**config.mk**
```make
export PLATFORM = sky130hd
export DESIGN_NAME = line_follower_steering
export DESIGN_NICKNAME = d
export VERILOG_FILES = /design/src/hw/rtl/lfs_pkg.sv /design/src/hw/rtl/lfs_cfg_regs.sv /design/src/hw/rtl/lfs_steer_core.sv /design/src/hw/rtl/line_follower_steering.sv
export SDC_FILE = /design/constraint.sdc
export NUM_CORES = 1
export LEC_CHECK = 0
export BUFFER_PORTS_ARGS = -buffer_cell sky130_fd_sc_hd__buf_2
export CAP_MARGIN = 10
export CORE_MARGIN = 2
export CORE_UTILIZATION = 35
export CTS_CLUSTER_SIZE = 8
export DETAILED_ROUTE_END_ITERATION = 8
export GPL_ROUTABILITY_DRIVEN = 0
export MAX_ROUTING_LAYER = met4
export SYNTH_ARGS = -nofsm -noshare
export SYNTH_HDL_FRONTEND = slang
export SYNTH_SLANG_ARGS = --single-unit
```
**constraint.sdc**
```tcl
create_clock -name clk -period 6.4 [get_ports clk]
set_input_delay 1.28 -clock clk [delete_from_list [all_inputs] [get_ports clk]]
set_output_delay 1.28 -clock clk [all_outputs]
set_load 0.02 [all_outputs]
```
**src/hw/rtl/lfs_pkg.sv**
```systemverilog
// Package for the line follower steering block: field widths, position codes,
// request payload structs and the threshold vector type.
// No dependencies; used by every module under hw/rtl.
`default_nettype none

package lfs_pkg;

  localparam int NumSens  = 8;
  localparam int SampleW  = 10;
  localparam int PctW     = 7;
  localparam int PosW     = 3;
  localparam int PatW     = NumSens;
  localparam int CfgAddrW = 5;
  localparam int CfgDataW = 32;

  localparam logic [SampleW-1:0] ThrReset = SampleW'(350);

  // position classes
  localparam logic [PosW-1:0] PosMid   = 3'd0;
  localparam logic [PosW-1:0] PosLeft  = 3'd1;
  localparam logic [PosW-1:0] PosRight = 3'd2;
  localparam logic [PosW-1:0] PosFull  = 3'd3;
  localparam logic [PosW-1:0] PosBlank = 3'd4;

  // one threshold per sensor, sensor 0 at index 0
  typedef logic [NumSens-1:0][SampleW-1:0] thr_vec_t;

  typedef struct packed {
    logic [SampleW-1:0] sample_s0;
    logic [SampleW-1:0] sample_s1;
    logic [SampleW-1:0] sample_s2;
    logic [SampleW-1:0] sample_s3;
    logic [SampleW-1:0] sample_s4;
    logic [SampleW-1:0] sample_s5;
    logic [SampleW-1:0] sample_s6;
    logic [SampleW-1:0] sample_s7;
  } in_item_t;

  typedef struct packed {
    logic [PctW-1:0] left_pct;
    logic [PctW-1:0] right_pct;
    logic [PosW-1:0] position_class;
    logic [PatW-1:0] line_pattern;
    logic            in_corner;
  } out_item_t;

endpackage

`default_nettype wire

```
**src/hw/rtl/lfs_cfg_regs.sv**
```systemverilog
// APB-style register file holding the eight sensor thresholds.
// Depends on lfs_pkg for widths and the threshold vector type.
`default_nettype none

module lfs_cfg_regs (
  input  wire logic                          clk,
  input  wire logic                          rst_n,
  input  wire logic                          cfg_psel,
  input  wire logic                          cfg_penable,
  input  wire logic                          cfg_pwrite,
  input  wire logic [lfs_pkg::CfgAddrW-1:0]  cfg_paddr,
  input  wire logic [lfs_pkg::CfgDataW-1:0]  cfg_pwdata,
  output logic      [lfs_pkg::CfgDataW-1:0]  cfg_prdata,
  output logic                               cfg_pready,
  output lfs_pkg::thr_vec_t                  thr
);

  localparam int IdxW = $clog2(lfs_pkg::NumSens);

  lfs_pkg::thr_vec_t thr_r;
  logic              wr_en;
  logic [IdxW-1:0]   reg_idx;

  assign cfg_pready = 1'b1;
  assign reg_idx    = cfg_paddr[IdxW+1:2];
  assign wr_en      = cfg_psel && cfg_penable && cfg_pwrite;

  // threshold write, one word per register
  always_ff @(posedge clk) begin
    if (!rst_n) begin
      for (int i = 0; i < lfs_pkg::NumSens; i++) begin
        thr_r[i] <= lfs_pkg::ThrReset;
      end
    end else if (wr_en) begin
      thr_r[reg_idx] <= cfg_pwdata[lfs_pkg::SampleW-1:0];
    end
  end

  // read back, zero extended
  assign cfg_prdata = lfs_pkg::CfgDataW'(thr_r[reg_idx]);
  assign thr        = thr_r;

endmodule

`default_nettype wire

```
**src/hw/rtl/lfs_steer_core.sv**
```systemverilog
// Steering decision: pattern table, kept position/corner/crossing state and
// speed ratio selection. Depends on lfs_pkg for codes and the result struct.
`default_nettype none

module lfs_steer_core (
  input  wire logic                        clk,
  input  wire logic                        rst_n,
  input  wire logic                        advance,
  input  wire logic [lfs_pkg::PatW-1:0]    pattern,
  output lfs_pkg::out_item_t               result
);

  localparam int PctW = lfs_pkg::PctW;
  localparam int PosW = lfs_pkg::PosW;
  localparam int PatW = lfs_pkg::PatW;

  logic [PosW-1:0] pos_r, pos_nxt;
  logic            corner_r, corner_nxt;
  logic            cross_r, cross_nxt;
  logic [PatW-1:0] last_pat_r;
  logic [PctW-1:0] left_r, left_nxt;
  logic [PctW-1:0] right_r, right_nxt;

  // pattern table, then speed choice from the resulting position
  always_comb begin
    pos_nxt    = pos_r;
    corner_nxt = corner_r;
    cross_nxt  = cross_r;
    left_nxt   = left_r;
    right_nxt  = right_r;

    unique case (pattern)
      8'h10, 8'h08, 8'h18, 8'h38, 8'h1C: pos_nxt = lfs_pkg::PosMid;
      8'h30, 8'h60, 8'hC0, 8'h80: begin
        if (!corner_r) pos_nxt = lfs_pkg::PosRight;
      end
      8'h0C, 8'h06, 8'h03, 8'h01: begin
        if (!corner_r) pos_nxt = lfs_pkg::PosLeft;
      end
      8'h00: pos_nxt = lfs_pkg::PosBlank;
      8'hFF, 8'h7F: begin
        corner_nxt = 1'b0;
        pos_nxt    = lfs_pkg::PosFull;
      end
      8'hF0, 8'hF8: cross_nxt = 1'b0;
      8'h0F, 8'h1F: cross_nxt = 1'b1;
      default: ;
    endcase

    priority if (pos_nxt == lfs_pkg::PosMid) begin
      corner_nxt = 1'b0;
      priority if (pattern == 8'h08) begin
        left_nxt = 7'd100; right_nxt = 7'd90;
      end else if (pattern == 8'h10) begin
        left_nxt = 7'd90;  right_nxt = 7'd100;
      end else if (pattern == 8'h18) begin
        left_nxt = 7'd100; right_nxt = 7'd100;
      end else begin
      end
    end else if (pos_nxt == lfs_pkg::PosRight) begin
      corner_nxt = 1'b0;
      priority if (pattern == 8'h30) begin
        left_nxt = 7'd70; right_nxt = 7'd90;
      end else if (pattern == 8'h60) begin
        left_nxt = 7'd55; right_nxt = 7'd80;
      end else if (pattern == 8'hC0) begin
        left_nxt = 7'd30; right_nxt = 7'd70;
      end else if (pattern == 8'h80) begin
        left_nxt = 7'd20; right_nxt = 7'd70;
      end else begin
      end
    end else if (pos_nxt == lfs_pkg::PosLeft) begin
      corner_nxt = 1'b0;
      priority if (pattern == 8'h0C) begin
        left_nxt = 7'd90; right_nxt = 7'd70;
      end else if (pattern == 8'h06) begin
        left_nxt = 7'd80; right_nxt = 7'd55;
      end else if (pattern == 8'h03) begin
        left_nxt = 7'd70; right_nxt = 7'd30;
      end else if (pattern == 8'h01) begin
        left_nxt = 7'd70; right_nxt = 7'd20;
      end else begin
      end
    end else if (pos_nxt == lfs_pkg::PosBlank) begin
      // lost the line: turn toward the side it was last seen on
      priority if (last_pat_r == 8'hC0 || last_pat_r == 8'hE0 ||
                   last_pat_r == 8'hF0 || last_pat_r == 8'hF8) begin
        corner_nxt = 1'b1;
        left_nxt   = 7'd0;
        right_nxt  = 7'd80;
      end else if (last_pat_r == 8'h03 || last_pat_r == 8'h07 ||
                   last_pat_r == 8'h0F || last_pat_r == 8'h1F) begin
        corner_nxt = 1'b1;
        left_nxt   = 7'd80;
        right_nxt  = 7'd0;
      end else if (last_pat_r == 8'h18 || last_pat_r == 8'h10 ||
                   last_pat_r == 8'h08) begin
        left_nxt  = 7'd100;
        right_nxt = 7'd100;
      end else begin
      end
    end else if (pos_nxt == lfs_pkg::PosFull) begin
      if (cross_nxt) begin
        left_nxt = 7'd80; right_nxt = 7'd0;
      end else begin
        left_nxt = 7'd0;  right_nxt = 7'd80;
      end
    end else begin
    end
  end

  // state advances once per request handed to the result stage
  always_ff @(posedge clk) begin
    if (!rst_n) begin
      pos_r      <= lfs_pkg::PosMid;
      corner_r   <= 1'b0;
      cross_r    <= 1'b0;
      last_pat_r <= '0;
      left_r     <= '0;
      right_r    <= '0;
    end else if (advance) begin
      pos_r      <= pos_nxt;
      corner_r   <= corner_nxt;
      cross_r    <= cross_nxt;
      last_pat_r <= pattern;
      left_r     <= left_nxt;
      right_r    <= right_nxt;
    end
  end

  assign result.left_pct       = left_nxt;
  assign result.right_pct      = right_nxt;
  assign result.position_class = pos_nxt;
  assign result.line_pattern   = pattern;
  assign result.in_corner      = corner_nxt;

endmodule

`default_nettype wire

```
**src/hw/rtl/line_follower_steering.sv**
```systemverilog
// Line follower steering block, top level.
// Path: input register, then result register; thresholding and table decode fit between the two.
// Throughput: one request per cycle while the result stage is free (no result waiting, or out_stall low).
// A new request is taken while a result waits as long as the input register is free.
// Reset (rst_n, synchronous): thresholds to 350, position middle, flags and speeds to 0.
`default_nettype none

module line_follower_steering (
  input  wire logic                          clk,
  input  wire logic                          rst_n,
  // sample requests
  input  wire logic                          in_valid,
  output logic                               in_stall,
  input  wire lfs_pkg::in_item_t             in_data,
  // result requests
  output logic                               out_valid,
  input  wire logic                          out_stall,
  output lfs_pkg::out_item_t                 out_data,
  // configuration
  input  wire logic                          cfg_psel,
  input  wire logic                          cfg_penable,
  input  wire logic                          cfg_pwrite,
  input  wire logic [lfs_pkg::CfgAddrW-1:0]  cfg_paddr,
  input  wire logic [lfs_pkg::CfgDataW-1:0]  cfg_pwdata,
  output logic      [lfs_pkg::CfgDataW-1:0]  cfg_prdata,
  output logic                               cfg_pready
);

  lfs_pkg::thr_vec_t                       thr;
  lfs_pkg::thr_vec_t                       samples;
  lfs_pkg::in_item_t                       in_q_r;
  logic                                    in_q_valid_r;
  lfs_pkg::out_item_t                      out_q_r;
  logic                                    out_q_valid_r;
  lfs_pkg::out_item_t                      result;
  logic [lfs_pkg::PatW-1:0]                pattern;
  logic                                    out_free;
  logic                                    advance;
  logic                                    in_take;

  lfs_cfg_regs u_cfg (
    .clk         (clk),
    .rst_n       (rst_n),
    .cfg_psel    (cfg_psel),
    .cfg_penable (cfg_penable),
    .cfg_pwrite  (cfg_pwrite),
    .cfg_paddr   (cfg_paddr),
    .cfg_pwdata  (cfg_pwdata),
    .cfg_prdata  (cfg_prdata),
    .cfg_pready  (cfg_pready),
    .thr         (thr)
  );

  // handshake: result stage frees when empty or taken
  assign out_free = !out_q_valid_r || !out_stall;
  assign advance  = in_q_valid_r && out_free;
  assign in_stall = in_q_valid_r && !out_free;
  assign in_take  = in_valid && !in_stall;

  always_ff @(posedge clk) begin
    if (!rst_n) begin
      in_q_valid_r <= 1'b0;
    end else if (in_take) begin
      in_q_valid_r <= 1'b1;
    end else if (advance) begin
      in_q_valid_r <= 1'b0;
    end
  end

  always_ff @(posedge clk) begin
    if (in_take) begin
      in_q_r <= in_data;
    end
  end

  // threshold compare, sensor 0 lands in the pattern MSB
  assign samples[0] = in_q_r.sample_s0;
  assign samples[1] = in_q_r.sample_s1;
  assign samples[2] = in_q_r.sample_s2;
  assign samples[3] = in_q_r.sample_s3;
  assign samples[4] = in_q_r.sample_s4;
  assign samples[5] = in_q_r.sample_s5;
  assign samples[6] = in_q_r.sample_s6;
  assign samples[7] = in_q_r.sample_s7;

  always_comb begin
    for (int i = 0; i < lfs_pkg::NumSens; i++) begin
      pattern[lfs_pkg::NumSens-1-i] = samples[i] > thr[i];
    end
  end

  lfs_steer_core u_core (
    .clk     (clk),
    .rst_n   (rst_n),
    .advance (advance),
    .pattern (pattern),
    .result  (result)
  );

  // result register
  always_ff @(posedge clk) begin
    if (!rst_n) begin
      out_q_valid_r <= 1'b0;
    end else if (out_free) begin
      out_q_valid_r <= in_q_valid_r;
    end
  end

  always_ff @(posedge clk) begin
    if (advance) begin
      out_q_r <= result;
    end
  end

  assign out_valid = out_q_valid_r;
  assign out_data  = out_q_r;

endmodule

`default_nettype wire

```
==> results of run 1 <==
-- worst reg2reg max path, cell delays in order (launching register included) --
cell and delay (ns):
dfxtp_1 0.39, inv_1 0.07, ha_1 0.32, nand4_1 0.13
nor2_1 0.15, a211oi_1 0.10, a211oi_2 0.83, nand4b_1 0.45
nand3_1 0.19, o21ai_0 0.10, a21oi_1 0.63, nand2_1 0.49
a2111oi_1 0.75, nor3_1 0.11
-- state kept, by name, summed over array words and instances (netlist names), 3 cells and up --
register and cells:
out_data 26, u_core.left_r 7, u_core.pos_r 3, in_q_r 80
u_core.last_pat_r 8, u_cfg.thr 80, u_core.right_r 7
-- layout make-up --
type	count	area, µm²	area share
antenna	1	2.50	0.000187
inverter	107	403	0.0300
timing repair buffer	151	791	0.0590
multi-input combinational	825	5380	0.401
clock inverter	1	20.0	0.00149
clock buffer	54	903	0.0674
sequential	215	5370	0.400
tap	442	553	0.0412
-- kinds of logic (layout without fill, tap and decap cells) --
group / Yosys count / after routing / share of synthesized area
adders and majority gates: 81 / 81 / 0.0880
DFF: 215 / 215 / 0.467
muxes: 10 / 10 / 0.0133
buffers and inverters: 194 / 313 / 0.0738
other: 2 / 24 / 0.000654
and+or+nand+nor: 369 / 369 / 0.150
AOI/OAI and AO/OA: 340 / 340 / 0.205
xor gates and xnor gates: 2 / 2 / 0.00153
-- per-stage QoR --
step	std cells	utilization	area, µm²	setup WS, ns
2_1_floorplan	1234	-	11600	0.776
3_3_place_gp	1740	0.385	12500	1.49
3_5_place_dp	1740	0.385	12500	1.47
4_1_cts	1795	0.413	13400	1.45
5_1_grt	1795	0.413	13400	1.00
6_report	1796	0.413	13400	1.39
-- final timing paths --
check | from | endpoint | slack (ns) | cells after the start
hold reg to reg | u_cfg.thr[5]$_SDFFE_PN0P_ | u_cfg.thr[5]$_SDFFE_PN0P_ | 0.45 | 2
setup reg to reg | u_cfg.thr[29]$_SDFFE_PN0P_ | out_data[16]$_DFFE_PP_ | 1.39 | 13
hold / removal | u_cfg.thr[5]$_SDFFE_PN0P_ | u_cfg.thr[5]$_SDFFE_PN0P_ | 0.45 | 2
setup / recovery | u_cfg.thr[29]$_SDFFE_PN0P_ | out_data[16]$_DFFE_PP_ | 1.39 | 13
-- power breakdown --
| part | switching (µW) | internal (µW) |
|---|---|---|
| clock network | 609 | 945 |
| registers | 28.6 | 1520 |
| logic | 304 | 151 |
| total | 943 | 2610 |
-- layer usage --
metal	vias to the layer above	track usage	wire, µm
met2	389	0.312	15200
met3	72	0.0285	2000
met4	0	0.0670	1070
met1	4506	0.251	14100
li1	4607	-	-
met5	-	-	0
-- layout by cell type (no fill, tap or decap), types with 21 or more instances in the layout --
| cell | netlist | layout |
|---|---|---|
| nand4_1 | 21 | 21 |
| clkbuf_16 | 0 | 32 |
| a21oi_1 | 93 | 93 |
| buf_2 | 12 | 137 |
| conb_1 | 2 | 23 |
| dfxtp_1 | 109 | 109 |
| nor2_1 | 54 | 54 |
| nand2_1 | 188 | 188 |
| nand3_1 | 27 | 27 |
| edfxtp_1 | 106 | 106 |
| ha_1 | 80 | 80 |
| o211ai_1 | 56 | 56 |
| inv_1 | 100 | 99 |
| o21ai_0 | 46 | 46 |
==> flow_summary.toml, run 1 <==
[sta]
fin_crit_ns = 5.01
rsz0062_at_grt = "false"
hold_ws_ns = 0.453
slew_violations = 0
timing.fmax_mhz = 199
hold_viol = 0
post-route-period-util = 0.783
tns_ns = 0
fin_skew_ns = 0.0203
worst_pin_slew_ns = 1.07
slew_headroom = 0.286
setup_viol = 0

[grt]
grt_remaining_overflow = 0
grt_usage = 0.194
grt_pass1_wl_mm = 50.2
grt_pass1_vias = 9096
grt_max_degree = 65
antenna_found_initial = 0

[logic_synthesis]
synth_cells = 1213
yosysTopAreaCell = "edfxtp_1"
synth.most_common_cell = "nand2_1"
synth.distinct_cells = 88
netlist_area_mm2 = 0.0115
synth_area_leaders = "edfxtp_1 28%, dfxtp_1 19%, ha_1 8.7%, nand2_1 6.1%, a21oi_1 4.1%"
synth_top_cell_area_share = 0.277
ys_seq_elements = 215
ys_top_cells_by_count = "188 x nand2_1, 109 x dfxtp_1, 106 x edfxtp_1"
synthArstFlopShare = 0
avgSynthCellArea_um2 = 9.47
ys.warnings.count = 0
yosysSeqAreaShare = 0.467
synth-main-ff-cell = "dfxtp_1"
synth_edf_count = 106

[power_and_ir_drop]
totalPowerFinal_uw = 3550
power_density_mw_per_mm2 = 265
peakVddDrop_uv = 195
total_leakage_power_uw = 0.00557

[clock_tree]
cts_inserted_buffers = 31
cts.reportedPaths.clkPinSlew_ns = 0.05
clkSinkCount = 215
cts-root-buf = "clkbuf_16"
cts_buffer_depth = 3
tritoncts = "yes"
cts_setup_buffers = 0
cts_resized = 0
clkLatencyLatePin_ns = 0.57
htree_levels = 1
cts_hold_buffers = 0

[worst_setup_path]
endpoint_kind = "flop"
cp_cell_sequence = "inv_1 -> ha_1 -> nand4_1 -> nor2_1 -> a211oi_1 -> a211oi_2 -> nand4b_1 -> nand3_1 -> o21ai_0 -> a21oi_1 -> nand2_1 -> a2111oi_1 -> nor3_1"
cp.required_ns = 6.68
slowest_delay_ns = 0.83
worstPathBufferInverterCount = 1
cp-start-kind = "flop"
slowest_stage = "a211oi_2"
crit_fanout = 13
cp.arrival_ns = 5.30
cp_top_family = "compound AO/OA/AOI/OAI gates"
crit_type = "reg -> reg"

[floorplan]
die_x_um = 185
die_area_mm2 = 0.0343
die_h_um = 185
num_rows = 66
fp.coreArea_mm2 = 0.0325
io_pins = 185
initial_utilization = 0.354

[route]
drc_errors = 0
drt_iter0_drc = 890
vias = 9574
routedWlPerCell_um = 18.0
wl_mm = 32.3
ant_nets = 0
first_pass_iters = 6
avgViaCountPerCell = 5.33

[run_status]
status = "complete, no violations"

[placed_design]
place_hpwl_mm = 23.7
io_buffers = 137

[final_layout]
syn2layout_area_growth_pct = 16.8
drive_gt1_frac = 0.164
fillCellCount = 3182
nets = 1535

[worst_hold_path]
hp-class = "reg -> reg"

[job]
drv_cap = 0
Power figures use the tool's default switching activity.
==> inputs of run 2 (changes only) <==
--- a/config.mk
+++ b/config.mk
@@ -5,6 +5,7 @@
 export SDC_FILE = /design/constraint.sdc
 export NUM_CORES = 1
 export LEC_CHECK = 0
+export ABC_AREA = 1
 export BUFFER_PORTS_ARGS = -buffer_cell sky130_fd_sc_hd__buf_2
 export CAP_MARGIN = 10
 export CORE_MARGIN = 2
==> constraint.sdc (replaced) <==
create_clock -name clk -period 4.9 [get_ports clk]
set_input_delay 0.98 -clock clk [delete_from_list [all_inputs] [get_ports clk]]
set_output_delay 0.98 -clock clk [all_outputs]
set_load 0.02 [all_outputs]
==> flow_summary.toml, run 2 <==
[run_status]
status = "complete, no violations"

[worst_setup_path]
r2r-end = "u_core.left_r[3]$_SDFFE_PN0P_"
r2r_slack_ns = 0.93
endpoint_kind = "flop"
cp.required_ns = 5.36
crit_type = "reg -> reg"
cp-start-kind = "flop"
cp.arrival_ns = 4.44
r2r-start = "u_cfg.thr[35]$_SDFFE_PN0P_"
crit_fanout = 12
ff2ff_path_depth = 23

[logic_synthesis]
synth_edf_count = 106
synth_area_leaders = "edfxtp_1 28%, dfxtp_1 19%, nand2_1 8.9%, ha_1 8.7%, inv_1 6.8%"
synth_cells = 1367
synth.most_common_cell = "nand2_1"
yosysSeqAreaShare = 0.466
synth-main-ff-cell = "dfxtp_1"
ys_top_cells_by_count = "274 x nand2_1, 207 x inv_1, 118 x a21oi_1"
synthArstFlopShare = 0
synth_top_cell_area_share = 0.277
avgSynthCellArea_um2 = 8.42
netlist_area_mm2 = 0.0115
ys_seq_elements = 215
synth.distinct_cells = 44
ys.warnings.count = 0
yosysTopAreaCell = "edfxtp_1"

[final_layout]
layout_commonest_cell = "nand2_1"
syn2layout_area_growth_pct = 17.7
fillCellCount = 3230
regArea_mm2 = 0.00537
final_cell_mix = "274 x nand2_1, 206 x inv_1, 137 x buf_2"
fin_area_mm2 = 0.0135
multiInputGateArea_mm2 = 0.00506
nets = 1719
drive_gt1_frac = 0.182

[placed_design]
io_buffers = 137
placed_cell_area_mm2 = 0.0126
place_hpwl_mm = 22.9

[clock_tree]
cts_resized = 0
tritoncts = "yes"
cts_inserted_buffers = 31
cts.reportedPaths.clkPinSlew_ns = 0.05
clkLatencyLatePin_ns = 0.58
cts_hold_buffers = 0
cts_setup_buffers = 0
clkSinkCount = 215
cts_buffer_depth = 3
cts-root-buf = "clkbuf_16"
htree_levels = 1

[sta]
hold_viol = 0
setup_viol = 0
timing.fmax_mhz = 252
worst_pin_slew_ns = 0.821
fin_skew_ns = 0.0191
slew_headroom = 0.448
slew_violations = 0
tns_ns = 0
fin_crit_ns = 3.97
post-route-period-util = 0.811
rsz0062_at_grt = "false"

[worst_hold_path]
holdPathEnd = "u_cfg.thr[55]$_SDFFE_PN0P_"
hold_depth = 2
hold_start = "u_cfg.thr[55]$_SDFFE_PN0P_"
hp-class = "reg -> reg"

[floorplan]
die_h_um = 185
fp.coreArea_mm2 = 0.0325
num_rows = 66
die_x_um = 185
die_area_mm2 = 0.0344
initial_utilization = 0.355
io_pins = 185

[route]
first_pass_iters = 5
vias = 9660
wl_mm = 30.6
avgViaCountPerCell = 4.88
drc_errors = 0
routedWlPerCell_um = 15.4
ant_nets = 0
drt_iter0_drc = 722

[power_and_ir_drop]
totalPowerFinal_uw = 4630
peakVddDrop_uv = 257
total_leakage_power_uw = 0.00643
power_density_mw_per_mm2 = 342

[grt]
grt_max_degree = 81
antenna_found_initial = 3
grt_pass1_wl_mm = 48.1
grt_remaining_overflow = 0
grt_pass1_vias = 9198
grt_usage = 0.185

[job]
drv_cap = 0
==> run 2: cell count changes after synthesis, moves of 19 or more <==
| cell | previous run | this run |
|---|---|---|
| nand2_1 | 188 | 274 |
| nand2_2 | 0 | 25 |
| o211ai_1 | 56 | 21 |
| o21ai_0 | 46 | 107 |
| nor2_2 | 0 | 19 |
| inv_1 | 100 | 207 |
| a21oi_1 | 93 | 118 |
==> run 2: stage by stage <==
step                utilization  hold WS (ns)  std cells  worst slack [ns]
floorplan                     -         0.448       1388              1.59
finish                    0.417         0.488       1979             0.926
global route              0.417         0.510       1979             0.622
detailed placement        0.389         0.483       1924             0.999
global placement          0.389         0.477       1924             0.989
CTS                       0.417         0.491       1976             0.975
==> run 2: cells by family (layout without fill, tap and decap cells) <==
family	count (synthesis)	in the layout	share of synthesized area
other	2	26	0.000652
flip-flops	215	215	0.466
buffers and inverters	280	426	0.101
AND/OR/NAND/NOR	475	475	0.188
AO/OA/AOI/OAI	315	315	0.157
adder cells (fa/ha/maj)	80	80	0.0870
==> run 2: power breakdown <==
| group | switching (µW) | internal [µW] | total, µW |
|---|---|---|---|
| logic | 417 | 197 | 614 |
| clock network | 784 | 1210 | 1990 |
| registers | 40.2 | 1990 | 2030 |
==> run 2: how the worst max path moves through the flow <==
stage,from,end,slack [ns],cells past startpoint
final,u_cfg.thr[35]$_SDFFE_PN0P_,u_core.left_r[3]$_SDFFE_PN0P_,0.93,23
after global routing,u_cfg.thr[79]$_SDFFE_PN0P_,u_core.right_r[3]$_SDFFE_PN0P_,0.62,27
after CTS,u_cfg.thr[9]$_SDFFE_PN0P_,u_core.left_r[3]$_SDFFE_PN0P_,0.97,23
after detailed placement,u_cfg.thr[9]$_SDFFE_PN0P_,u_core.left_r[3]$_SDFFE_PN0P_,1.0,23
after global placement,u_cfg.thr[35]$_SDFFE_PN0P_,u_core.left_r[3]$_SDFFE_PN0P_,0.99,23
after floorplan,out_stall,in_q_r[0]$_DFFE_PP_,1.59,5
==> run 2: per-layer routing <==
metal / global-route usage / up-vias / wire length (µm)
met5: - / - / 0
met4: 0.0584 / 0 / 996
met3: 0.0279 / 65 / 1850
met2: 0.311 / 347 / 14600
met1: 0.227 / 4420 / 13100
li1: - / 4828 / -
==> run 2: final cells by class <==
class	count	area share
clock inverter	2	0.00185
antenna	3	0.000554
inverter	221	0.0618
multi-input combinational	893	0.374
timing repair buffer	153	0.0604
sequential	215	0.396
tap	442	0.0408
clock buffer	50	0.0648
==> run 2: worst max-delay path, stage by stage (launching register included) <==
cell	delay, ns
dfxtp_1	0.34
inv_1	0.07
ha_1	0.30
a21oi_1	0.23
nand2_1	0.08
nand2_1	0.06
nand3_1	0.06
nand2_1	0.19
nand2_2	0.12
nor2_4	0.20
nand2_1	0.20
nand2_2	0.17
inv_2	0.05
nand2_2	0.10
nor2_4	0.06
nand3_2	0.08
nand2_2	0.14
inv_2	0.19
nand3_2	0.29
a21oi_2	0.37
a21oi_1	0.15
a21o_1	0.22
o21ai_1	0.12
inv_1	0.05
==> inputs of run 3 (changes only) <==
--- a/config.mk
+++ b/config.mk
@@ -5,7 +5,7 @@
 export SDC_FILE = /design/constraint.sdc
 export NUM_CORES = 1
 export LEC_CHECK = 0
-export ABC_AREA = 1
+export ABC_AREA = 0
 export BUFFER_PORTS_ARGS = -buffer_cell sky130_fd_sc_hd__buf_2
 export CAP_MARGIN = 10
 export CORE_MARGIN = 2
==> constraint.sdc (replaced) <==
create_clock -name clk -period 4 [get_ports clk]
set_input_delay 0.8 -clock clk [delete_from_list [all_inputs] [get_ports clk]]
set_output_delay 0.8 -clock clk [all_outputs]
set_load 0.02 [all_outputs]
==> flow_summary.toml, run 3 (same netlist as run 1, synthesis figures left out) <==
[power_and_ir_drop]
power_density_mw_per_mm2 = 384
peakVddDrop_uv = 304
total_leakage_power_uw = 0.00664
totalPowerFinal_uw = 5890

[floorplan]
die_area_mm2 = 0.0343
die_h_um = 185
io_pins = 185
fp.coreArea_mm2 = 0.0325
num_rows = 66
initial_utilization = 0.354
die_x_um = 185

[worst_setup_path]
slowest_stage = "a311oi_4"
cp-start-kind = "flop"
crit_type = "reg -> reg"
cp.arrival_ns = 4.45
cp_top_family = "compound AO/OA/AOI/OAI gates"
endpoint_kind = "flop"
cp_cell_sequence = "ha_4 -> nand4_1 -> a211oi_2 -> a2111oi_4 -> a311oi_4 -> buf_6 -> buf_6 -> nor2_1 -> o211a_1 -> buf_4 -> a211oi_4 -> nor3_4 -> buf_4 -> buf_4 -> and3_4 -> o21a_1 -> a2111oi_4 -> buf_4 -> nor3_1"
crit_fanout = 7
cpMostUsedCell = "buf_4"
worstPathBufferInverterCount = 6
cp.required_ns = 4.32
slowest_delay_ns = 0.42

[final_layout]
nets = 1736
layout_commonest_cell = "buf_4"
stdcell_count = 1997
drive_gt1_frac = 0.309
fin_area_mm2 = 0.0154
syn2layout_area_growth_pct = 33.9
fillCellCount = 2996
final_cell_mix = "202 x buf_4, 186 x nand2_1, 137 x buf_2"
diodes = 0

[placed_design]
io_buffers = 137
place_hpwl_mm = 25.1
placed_cells = 1905
placed_cell_area_mm2 = 0.0137

[grt]
grt_busiest_layer = "met2"
grt_util_met3 = 0.0328
antenna_found_initial = 0
grtUsageMet1 = 0.251
use_met2 = 0.346
grt_remaining_overflow = 0
grt_pass1_vias = 9955
grt_max_degree = 81
grt_usage = 0.205
grt_pass1_wl_mm = 53.0

[run_status]
violations = "setup timing"
status = "finished, violations left"

[sta]
fin_crit_ns = 4.13
hold_viol = 0
slew_violations = 0
post-route-period-util = 1.03
rsz0062_at_grt = "true"
setup_viol = 23
worst_pin_slew_ns = 1.03
hold_ws_ns = 0.392
tns_ns = -1.35
fin_skew_ns = 0.0165
timing.fmax_mhz = 242
slew_headroom = 0.308
setup_slack_ns = -0.133

[clock_tree]
htree_levels = 1
clkLatencyLatePin_ns = 0.58
cts-root-buf = "clkbuf_16"
cts.reportedPaths.clkPinSlew_ns = 0.05
cts_buffer_depth = 3
tritoncts = "yes"
clkSinkCount = 215
cts_inserted_buffers = 31

[route]
drc_errors = 0
vias = 10245
avgViaCountPerCell = 5.13
wl_mm = 34.3
routedWlPerCell_um = 17.2
first_pass_iters = 7
drt_iter0_drc = 701
ant_nets = 0

[job]
drv_cap = 0

[worst_hold_path]
hp-class = "in -> reg"
-- run 3: changes by cell type in the layout (fill, tap and decap cells not counted), sizes merged, moves of 11 or more --
cell	delta
nor2	-50
inv	-114
a21o	+18
nor2b	+13
o211ai	+35
nand4	+11
a21oi	-31
o21ai	-70
a31oi	+14
a211oi	+20
nand3	-15
buf	+199
nand2	-115
nand2b	+16
-- run 3: power breakdown --
| part | switching (µW) | internal, µW |
|---|---|---|
| Sequential | 45.7 | 2420 |
| Combinational | 574 | 438 |
| Clock | 969 | 1440 |
-- run 3: cell type report --
class / count / area [µm²] / share of cell area
tap: 442 / 553 / 0.0360
sequential: 215 / 5370 / 0.349
multi-input combinational: 825 / 5800 / 0.377
timing repair buffer: 352 / 2360 / 0.153
inverter: 107 / 403 / 0.0262
clock inverter: 2 / 28.8 / 0.00187
clock buffer: 54 / 862 / 0.0561
-- run 3: metrics by stage --
| stage | setup slack, ns | util |
|---|---|---|
| after floorplan | 0.00761 | - |
| after global placement | -0.431 | 0.423 |
| after detailed placement | -0.517 | 0.423 |
| after CTS | -0.0776 | 0.460 |
| after global routing | -0.350 | 0.474 |
| final | -0.133 | 0.474 |
-- run 3: repair_timing --
action,4_1_cts,5_1_grt
gates resized for setup,46,57
pin swaps,35,50
setup endpoints to repair,30,30
hold endpoints to repair,0,0
buffers inserted,18,22
hold buffers,0,0
cloned,0,0
-- run 3: worst reg2reg max path: stages (launching register included) --
cell and delay, ns:
edfxtp_1 0.41, ha_4 0.29, nand4_1 0.17, a211oi_2 0.33
a2111oi_4 0.07, a311oi_4 0.42, buf_6 0.19, buf_6 0.14
nor2_1 0.07, o211a_1 0.18, buf_4 0.16, a211oi_4 0.22
nor3_4 0.08, buf_4 0.16, buf_4 0.16, and3_4 0.15
o21a_1 0.13, a2111oi_4 0.35, buf_4 0.18, nor3_1 0.05
-- run 3: final timing paths --
kind                               from                         end  slack (ns)  cells after the start
max                in_q_r[15]$_DFFE_PP_      out_data[16]$_DFFE_PP_       -0.13                     19
min                         in_data[15]        in_q_r[15]$_DFFE_PP_        0.39                      1
max reg2reg        in_q_r[15]$_DFFE_PP_      out_data[16]$_DFFE_PP_       -0.13                     19
min reg2reg  u_cfg.thr[77]$_SDFFE_PN0P_  u_cfg.thr[77]$_SDFFE_PN0P_        0.46                      2
-- run 3: layer usage --
layer | share of wire | routed length, µm
met4 | 0.032 | 1100
met5 | 0 | 0
met3 | 0.063 | 2150
met1 | 0.42 | 14400
met2 | 0.48 | 16600
